File: config.mk
export PLATFORM = sky130hd
export DESIGN_NAME = itdp_tile_mem
export DESIGN_NICKNAME = d
export VERILOG_FILES = /design/src/design/itdp_pkg.sv /design/src/design/itdp_tile_mem.sv
export SDC_FILE = /design/constraint.sdc
export NUM_CORES = 1
export LEC_CHECK = 0
export BUFFER_PORTS_ARGS = -buffer_cell sky130_fd_sc_hd__buf_2
export CORE_UTILIZATION = 62
export CTS_BUF_LIST = sky130_fd_sc_hd__clkbuf_16
export DETAILED_ROUTE_END_ITERATION = 10
export PLACE_DENSITY_LB_ADDON = 0.25
export SLEW_MARGIN = 20
export SYNTH_ARGS = -nofsm -noshare
export SYNTH_HDL_FRONTEND = slang
export SYNTH_SLANG_ARGS = --single-unit
File: constraint.sdc
create_clock -name clk -period 2.4 [get_ports clk]
set_clock_uncertainty 0.2 [all_clocks]
set_input_delay 0 -clock clk [delete_from_list [all_inputs] [get_ports clk]]
set_output_delay 0 -clock clk [all_outputs]
set_load 0.02 [all_outputs]
File: src/design/itdp_pkg.sv
// Shared types and constants for the int8 tile dot-product matrix multiply unit.
package itdp_pkg;

	localparam int TileRows  = 8;
	localparam int TileBytes = 32;
	localparam int Group     = 4;
	localparam int OutCols   = TileBytes / Group;
	localparam int NumCells  = 4;
	localparam int Steps     = TileBytes / NumCells;
	localparam int SumW      = 21;
	localparam int ProdW     = 16;
	localparam int RowW      = 3;
	localparam int ColW      = 5;
	localparam int AddrW     = 8;
	localparam int StepW     = 3;
	localparam int NIdxW     = 3;
	localparam int BankDepth = TileRows * TileBytes / NumCells;
	localparam int BankAW    = $clog2(BankDepth);

	typedef enum logic [1:0] {
		OP_WR_A    = 2'd0,
		OP_WR_B    = 2'd1,
		OP_COMPUTE = 2'd2,
		OP_NONE    = 2'd3
	} op_t;

	// Control token that rides alongside the data through the cell chain.
	typedef struct packed {
		logic             vld;
		logic             first;
		logic             done;
		logic [RowW-1:0]  m;
		logic [NIdxW-1:0] n;
		logic             last;
	} tag_t;

endpackage

File: src/design/itdp_tile_mem.sv
// Byte tile memory with one write port and one registered read port.
module itdp_tile_mem (
	input  logic                        clk,
	input  logic                        we,
	input  logic [itdp_pkg::BankAW-1:0] waddr,
	input  logic [7:0]                  wdata,
	input  logic                        re,
	input  logic [itdp_pkg::BankAW-1:0] raddr,
	output logic [7:0]                  rdata
);
	import itdp_pkg::*;

	logic [7:0] mem_q [BankDepth];

	always_ff @(posedge clk) begin
		if (we) begin
			mem_q[waddr] <= wdata;
		end
		if (re) begin
			rdata <= mem_q[raddr];
		end
	end

endmodule

Word-level counts from Yosys, hierarchy flattened --
Memory sizes are Yosys's and may differ from the RTL's. A register that Yosys moved wholly into a read port is not among the register bits. Cells that the tools add are included.
Storage, ports and cells: register bits 0, bits in writable memories 512, output and inout bits 8, memories 1
Operators by class: multiplexer cells 2
Memory list:
- mem_q | depth 64, width 8, read ports 1, clocked after Yosys merged registers in 1, wr ports 1, line itdp_tile_mem.sv:13 | logic [7:0] mem_q [BankDepth];
Operator list (number):
- $mux 1 | 2

Logic depth before layout (Yosys ltp) --
depth after elaboration 2, mapped depth 9, gate-level depth less buffers 5

Least setup slack after synthesis --
OpenSTA, ideal clock, no wires.
path type register -> register, from memory mem_q[29][4], to register rdata[4] (read register of mem_q) (data pin), arrival time 1.560 ns, required time 1.930 ns, slack 0.370 ns, cell stages (with the launch flop) 6, clock period less this slack 2.030 ns, cell sequence edfxtp_1 > mux4_2 > mux2_2 > o221a_2 > nor3_1 > o32ai_1
RTL lines:
- start: declaration | line itdp_tile_mem.sv:13
- end: declaration | line itdp_tile_mem.sv:9 | output logic [7:0] rdata

==> metrics <==
Syn Nets 963; Worst EP arrival 2.45 ns; Die Span Y 182.7 µm; final wirelength 46.22 mm; Num CTS Buffers 50; hold depth 2; Peak Freq 426.6 MHz; worst path required time 2.51 ns; Largest delay share family, worst path compound AO/OA/AOI/OAI gates; WL per Instance 28.96 µm; mapped cell area 20250 µm²; Reg clk slew, reported paths 0.06 ns; Post-Synthesis Cells 940; DP Wirelength 28.51 mm; dpl cell area 21780 µm²; Max stage delay on crit path 0.61 ns; Post-synth ARST share 0%; Final Max Slew Viols 0; post-synthesis register bit count 520; CTS sink count 520; Clock Path Buffers 3; R2R Path Start mem_q[3][3]; Nets 1144; initial core utilization 63.51%; Final min period 2.344 ns; Core Area 31880 µm²; last weighted congestion value of the routability-driven placer 0.8436; hold crit path type in2reg; Ant. Diodes 0; Hold Slack 0.06230 ns; CTS tree done; setup violators final 0; Hold EP mem_q[49][7]; Clk Tree Root Cell clkbuf_16; crit end category register; Core Rows 65; Layout area overhead 16.59%; number of global-route vias before repair 10550; post-synthesis sequential area ratio 77.12%; Crit Path Category reg2reg; RSZ-0062 raised after global routing no; Worst path slowest cell a2111oi_0; GRT Util Overall 29.15%; DRC 0; Worst Path Buf+Inv 1; Main synth FF type edfxtp_1; vias per std cell 6.459; worst-path fanout max 1; postcts setup bufs 0; global-route wire length before repair 68.60 mm; Die Wd 182.7 µm; MaxCap Viol Count 0; Post-Route Utilization 74.04%; status complete, no violations; drt pass-1 iters 5; number of enable flip-flop cells after synthesis 520; final hold vios 0; start point of the worst min-delay path wdata[7]; post-route ant nets 0; Slew @ Worst Pin 0.7373 ns; peak supply drop 0.0006817 V; H-tree levels 2; full die area 33380 µm²; Syn Area/Cell 21.54 µm²; headroom to the max-slew limit 50.85%; P_leak 7.739 nW; Clk Latency, worst-skew pair 0.57 ns; type of origin of the critical path register; initial antenna violation count 0; most frequent cells in the layout edfxtp_1, mux4_2, buf_4; worst-path cell chain mux4_2 > nor2b_1 > a2111oi_0 > buf_4 > o41ai_1; Starting DRT DRC Count 1535; final worst-path cycle share 97.66%; internal reg-to-reg setup slack 0.06 ns; share of cells above drive strength 1 32.30%; final instance area 23610 µm²; I/O pin cnt 31; reg-to-reg endpoint rdata[3]; GRT overflow 0; FF-to-FF path depth 5; largest net degree at the start of global routing 65; Pwr Density 799.3 nW/µm²; IO Port Bufs 30; Distinct cells, synth 39; DR vias 10310; Synthesis Warnings 0; most common cell after layout, fill and taps aside edfxtp_1
==> cell usage after synthesis (2+ instances only) <==
cell type,count,share of area [%]
nand4_1,2,0.062
nand2_1,19,0.35
nor4_1,2,0.062
a2111oi_0,2,0.087
clkbuf_1,17,0.32
nand2b_1,7,0.22
nand3_1,13,0.32
o21ai_1,2,0.049
o2111ai_1,3,0.13
o41ai_1,2,0.087
o32ai_1,2,0.087
buf_6,4,0.22
nor2_1,83,1.5
o221ai_1,8,0.35
buf_4,13,0.48
a221oi_1,6,0.26
mux2i_1,23,1.1
mux4_2,126,14
nor3_1,7,0.17
a211oi_1,4,0.15
mux2_2,13,0.72
a22oi_1,3,0.11
nand3b_1,3,0.11
buf_2,11,0.27
o221a_2,2,0.11
o2bb2ai_1,3,0.13
o21ai_0,2,0.049
o22ai_1,8,0.25
buf_12,2,0.20
o21a_1,2,0.074
nor2b_1,14,0.43
a21oi_1,3,0.074
buf_1,4,0.074
edfxtp_1,520,77
==> logic make-up after synthesis <==
group	after synthesis	share of synthesized area, %
AO/OA/AOI/OAI	54	2.064
buffers and inverters	51	1.563
flip-flops	520	77.12
multiplexers	162	15.88
AND/OR/NAND/NOR	153	3.374
==> timing repair <==
action,CTS,global route
endpoints found under the hold margin,492,64
resized for setup,0,0
hold buffers,18,1
==> area by class of cell <==
cell class                 count  area, µm²
clock buffer                  53       1326
clock inverter                39      301.5
multi-input combinational    369       4315
tap                          435      544.3
timing repair buffer         180       1503
fill                        1809       8275
sequential                   520      15620
==> power breakdown <==
part | leakage [nW] | total (W) | internal [W] | switching, W
registers | 4.69 | 0.0101 | 0.0101 | 0.0000252
logic | 2.22 | 0.00104 | 0.000431 | 0.000608
clock network | 0.835 | 0.00773 | 0.00451 | 0.00322
total | 7.74 | 0.0189 | 0.0150 | 0.00386
==> stage by stage <==
| stage | std cells | worst slack (ns) | power, W | setup TNS (ns) |
|---|---|---|---|---|
| after CTS | 1595 | 0.1081 | 0.01895 | 0 |
| after global placement | 1485 | 0.04474 | 0.01127 | 0 |
| after detailed placement | 1485 | -0.01276 | 0.01129 | -0.01276 |
| after global routing | 1596 | 0.01655 | 0.01934 | 0 |
| final | 1596 | 0.05611 | 0.01887 | 0 |
| after floorplan | 940 | 0.3697 | 0.01083 | 0 |
==> how the worst max path moves through the flow <==
stage / cells after the start / slack, ns / from / to
finish: 5 / 0.06 / mem_q[3][3] / rdata[3]
floorplan: 5 / 0.37 / mem_q[29][4] / rdata[4]
global placement: 7 / 0.04 / raddr[1] / rdata[0]
detailed placement: 7 / -0.01 / raddr[0] / rdata[6]
global route: 5 / 0.02 / mem_q[0][3] / rdata[3]
CTS: 5 / 0.11 / mem_q[3][3] / rdata[3]
==> per-layer routing <==
| metal | part of all wire (%) | wire length, µm | track usage (%) | up-vias |
|---|---|---|---|---|
| met5 | 0 | 0 | 0 | - |
| met4 | 2.6 | 1223 | 8.437 | 0 |
| met3 | 9.7 | 4490 | 6.067 | 94 |
| met2 | 49 | 22540 | 46.67 | 618 |
| met1 | 39 | 17970 | 41.40 | 5306 |
| li1 | - | - | - | 4290 |
==> registers in the layout, summed over array words and instances, names as in the netlist <==
| name | count |
|---|---|
| mem_q | 512 |
| rdata | 8 |
Power figures use the tool's default switching activity.
