## src/design/itdp_pkg.sv

```systemverilog
// Shared types and constants for the int8 tile dot-product matrix multiply unit.
package itdp_pkg;

	localparam int TileRows  = 8;
	localparam int TileBytes = 32;
	localparam int Group     = 4;
	localparam int OutCols   = TileBytes / Group;
	localparam int NumCells  = 4;
	localparam int Steps     = TileBytes / NumCells;
	localparam int SumW      = 21;
	localparam int ProdW     = 16;
	localparam int RowW      = 3;
	localparam int ColW      = 5;
	localparam int AddrW     = 8;
	localparam int StepW     = 3;
	localparam int NIdxW     = 3;
	localparam int BankDepth = TileRows * TileBytes / NumCells;
	localparam int BankAW    = $clog2(BankDepth);

	typedef enum logic [1:0] {
		OP_WR_A    = 2'd0,
		OP_WR_B    = 2'd1,
		OP_COMPUTE = 2'd2,
		OP_NONE    = 2'd3
	} op_t;

	// Control token that rides alongside the data through the cell chain.
	typedef struct packed {
		logic             vld;
		logic             first;
		logic             done;
		logic [RowW-1:0]  m;
		logic [NIdxW-1:0] n;
		logic             last;
	} tag_t;

endpackage

```

## src/design/itdp_cell.sv

```systemverilog
// One multiply-accumulate cell of the dot-product chain.
module itdp_cell (
	input  logic                             clk,
	input  logic                             en,
	input  logic signed [7:0]                a_byte,
	input  logic signed [7:0]                b_byte,
	input  logic signed [itdp_pkg::SumW-1:0] sum_in,
	output logic signed [itdp_pkg::SumW-1:0] sum_out
);
	import itdp_pkg::*;

	logic signed [ProdW-1:0] prod;

	assign prod = a_byte * b_byte;

	always_ff @(posedge clk) begin
		if (en) begin
			sum_out <= sum_in + SumW'(prod);
		end
	end

endmodule

```

## config.mk

```make
export PLATFORM = sky130hd
export DESIGN_NAME = itdp_cell
export DESIGN_NICKNAME = d
export VERILOG_FILES = /design/src/design/itdp_pkg.sv /design/src/design/itdp_cell.sv
export SDC_FILE = /design/constraint.sdc
export NUM_CORES = 1
export LEC_CHECK = 0
export ABC_AREA = 1
export BUFFER_PORTS_ARGS = -buffer_cell sky130_fd_sc_hd__buf_2
export CAP_MARGIN = 10
export CELL_PAD_IN_SITES_DETAIL_PLACEMENT = 0
export CELL_PAD_IN_SITES_GLOBAL_PLACEMENT = 1
export CORE_ASPECT_RATIO = 0.6
export CORE_MARGIN = 8
export CORE_UTILIZATION = 41
export DETAILED_ROUTE_END_ITERATION = 10
export MAX_ROUTING_LAYER = met4
export PLACE_DENSITY = 0.81
export SYNTH_ARGS = -nofsm -noshare
export SYNTH_HDL_FRONTEND = slang
export SYNTH_SLANG_ARGS = --single-unit
```

## constraint.sdc

```tcl
create_clock -name clk -period 5.17 [get_ports clk]
set_clock_uncertainty 0.05 [all_clocks]
set_input_delay 1.034 -clock clk [delete_from_list [all_inputs] [get_ports clk]]
set_output_delay 1.034 -clock clk [all_outputs]
set_load 0.03 [all_outputs]
```

Word-level counts from Yosys, hierarchy flattened
Index checks and enable logic that the tools add are counted.
- add/subtract/negate cells: 1
- multipliers: 1
- operator list (cell ; count):
    adder 21 x 16 -> 21 bit ; 1
    multiplier 8 x 8 -> 16 bit ; 1
- flip-flop bits (word level): 21
- logic and storage cells: 3
- output and inout bits: 21

Depth between registers and ports, before layout
- depth after elaboration: 2
- depth in mapped cells: 22
- gate-level depth less buffers: 21

Least setup slack after synthesis
No wires, ideal clock.
- path kind: input -> register
- start point: in b_byte[0]
- end point: reg sum_out[18] (netlist bit), data pin
- path slack: -375 ps
- data arrival time: 5242 ps
- buffers on the path: 1
- setup time: 252 ps
- stages: 19
- path through: clkbuf_1 > nand2_1 > inv_1 > fa_1 > fa_1 > fa_1 > inv_1 > fa_1 > inv_1 > ha_1 > ha_1 > nand2_2 > inv_1 > a21oi_1 > nor2_1 > nor2_1 > nand2_1 > nand2_1 > nand2_1
- longest elaborated chain between the ends: 2
- ends and longest elaborated chain (what ; RTL line ; text):
    from (decl) ; itdp_cell.sv:6 ; input logic signed [7:0] b_byte,
    multiplier 8 x 8 -> 16 bit ; itdp_cell.sv:14 ; assign prod = a_byte * b_byte;
    adder 21 x 16 -> 21 bit ; itdp_cell.sv:18 ; sum_out <= sum_in + SumW'(prod);
    to (signal assigned) ; itdp_cell.sv:18 ;
    to (decl) ; itdp_cell.sv:8 ; output logic signed [itdp_pkg::SumW-1:0] sum_out
No other way between the ends.
A chain may end at the register's enable or synchronous reset.

Final worst setup path
- start point: in b_byte[1]
- end point: reg sum_out[17] (netlist bit), data pin
The elaborated chain is that of the path after synthesis.

==> results.sh <==
export IMPL_drt_pass1_iter_count=4
export IMPL_hold_path_cell_count=2
export IMPL_required_ps=5130
export IMPL_wl_um=10500
export IMPL_hold_start="sum_in[0]"
export IMPL_crit_type="in -> reg"
export IMPL_num_vias=3579
export IMPL_path_delay_family="adder cells"
export IMPL_drc=0
export IMPL_whs_endpoint="sum_out[0]"
export IMPL_grt_pass1_wl_um=18700
export IMPL_ys_ff_latch=21
export IMPL_grt_setup_unrepaired="yes"
export IMPL_crit_path_end_kind="flop"
export IMPL_gr_usage_all_layers=0.153
export IMPL_wl_per_cell_um=13.3
export IMPL_drv_slew=0
export IMPL_postSynthCellCount=550
export IMPL_start_kind="primary input"
export IMPL_cts_htree_levels=1
export IMPL_tightestPinTransition_ps=501
export IMPL_cts_tree="yes"
export IMPL_critPathBufInv=3
export IMPL_cp_cell_sequence="buf_2, nand2_1, clkinvlp_4, buf_12, fa_1, fa_1, fa_1, fa_1, ha_1, ha_1, a21oi_1, o21ai_0, a21oi_1, nand2_1, nand2_1, nand2_1"
export IMPL_setup_violations_final=0
export IMPL_cts_root_buf="clkbuf_16"
export IMPL_fp_dieH_um=98.6
export IMPL_max_freq_mhz=200
export IMPL_max_cap_violations=0
export IMPL_ant_nets=0
export IMPL_io_pins=60
export IMPL_hold_viol=0
export IMPL_relSlewSlack=0.666
export IMPL_place_detailed_hpwl_um=9700
export IMPL_fin_crit_sh=0.967
export IMPL_antenna_found_initial=0
export IMPL_yosysWarnings=0
export IMPL_drive_gt1_frac=0.228
export IMPL_worst_path_max_delay_cell="fa_1"
export IMPL_min_path_type="in -> reg"
export IMPL_port_buffers=59
export IMPL_nets=826
export IMPL_gr_total_overflow=0
export IMPL_largest_register_ffs=21
export IMPL_rows=30
export IMPL_crit_fanout=13
export IMPL_grt_pass1_vias=4005
export IMPL_drtIter0Drc=161
export IMPL_grt_max_degree=22
export IMPL_die_w_um=154
export IMPL_gp_congestion=0.861
export IMPL_synth_seq_area_share=0.135
export IMPL_final_cell_mix="150 x inv_1, 138 x nand2_1, 91 x fa_1"
export IMPL_avgSynthCellArea_um2=8.47
export IMPL_cts_clk_slew_worst_paths_ps=60
export IMPL_cts_buffers=3
export IMPL_cts_root_to_sink_buffers=2
export IMPL_area_growth_pct=24.1
export IMPL_instances_no_fill=790
export IMPL_vias_per_cell=4.53
export IMPL_max_stage_delay_ps=580
export IMPL_status="finished, final reports clean"
export IMPL_clock_sinks=21
export IMPL_synth_nets=729
export IMPL_start_util=0.416
export IMPL_place_inst=785
export IMPL_fillers=1064
export IMPL_final_common_cell="inv_1"
export IMPL_layout_min_cycle_time_ps=5000
export IMPL_die_area_um2=15100
export IMPL_reg_top3="sum_out: 21 flops"
export IMPL_regMostFlops="sum_out"
export IMPL_antenna_cells=0
export IMPL_fp_coreArea_um2=11200
export IMPL_synth_cell_area_um2=4660
export IMPL_synth_distinct_cells=23
export IMPL_cp_arrival_ps=4960
-- per-layer routing --
layer / share of wire / GRT usage
met5: 0 / -
met4: 0.0031 / 0.0127
met3: 0.061 / 0.0188
met2: 0.41 / 0.236
met1: 0.52 / 0.221
-- final cells by class --
type | instances | area, µm² | share of cell area
clock buffers | 3 | 75.1 | 0.0130
clock inverters | 1 | 5.00 | 0.000865
inverters | 155 | 593 | 0.103
multi-input cells | 359 | 3620 | 0.625
flip-flops and latches | 21 | 631 | 0.109
well taps | 144 | 180 | 0.0312
repair buffers | 107 | 683 | 0.118
-- worst max-delay path by stage --
stage | startpoint | endpoint | cells past startpoint
2_1_floorplan | a_byte[7] | sum_out[20] | 20
3_3_place_gp | b_byte[0] | sum_out[13] | 17
3_5_place_dp | b_byte[7] | sum_out[20] | 19
4_1_cts | b_byte[7] | sum_out[13] | 18
5_1_grt | b_byte[0] | sum_out[19] | 21
6_report | b_byte[1] | sum_out[17] | 16
-- logic make-up (layout without fill, tap and decap cells) --
group,Yosys count,count (layout),synth area share
fa+ha+maj,140,140,0.524
buf+inv,170,266,0.137
xor+xnor,8,8,0.0150
compound gates,18,18,0.0210
flops,21,21,0.135
simple gates,193,193,0.167
-- stage by stage --
stage	hold WS (ps)	utilization	cell area, µm²	TNS (ps)	setup slack [ps]
floorplan	1100	-	4850	-24.3	-24.3
global placement	1290	0.504	5630	-550	-98.1
detailed placement	1300	0.504	5630	-832	-116
CTS	1040	0.511	5710	0	149
global route	1040	0.517	5780	-26.5	-26.0
finish	1030	0.517	5780	0	170
-- cells in the mapped netlist (all sizes together) --
| cell | n | area (µm²) |
|---|---|---|
| clkbuf | 15 | 56.3 |
| nor2 | 19 | 73.8 |
| clkinv | 1 | 3.75 |
| xor2 | 7 | 61.3 |
| o21bai | 1 | 7.51 |
| nor3 | 3 | 15.0 |
| o21ai | 3 | 15.0 |
| a21o | 2 | 15.0 |
| or2 | 3 | 18.8 |
| nand2 | 144 | 543 |
| edfxtp | 21 | 631 |
| a21oi | 12 | 60.1 |
| fa | 92 | 1840 |
| xnor2 | 1 | 8.76 |
| nand4 | 2 | 12.5 |
| inv | 154 | 578 |
| nand3 | 21 | 110 |
| ha | 48 | 601 |
| and3 | 1 | 6.26 |
-- timing repair --
item                                    in CTS  in global routing
gates resized for setup                      0                 10
buffers inserted                             0                  1
hold buffers                                 0                  0
endpoints found under the setup margin       0                  7
Power is left out: the tool's default activity adds up to more than one toggle a clock period on the data nets, which glitch-free logic cannot reach.
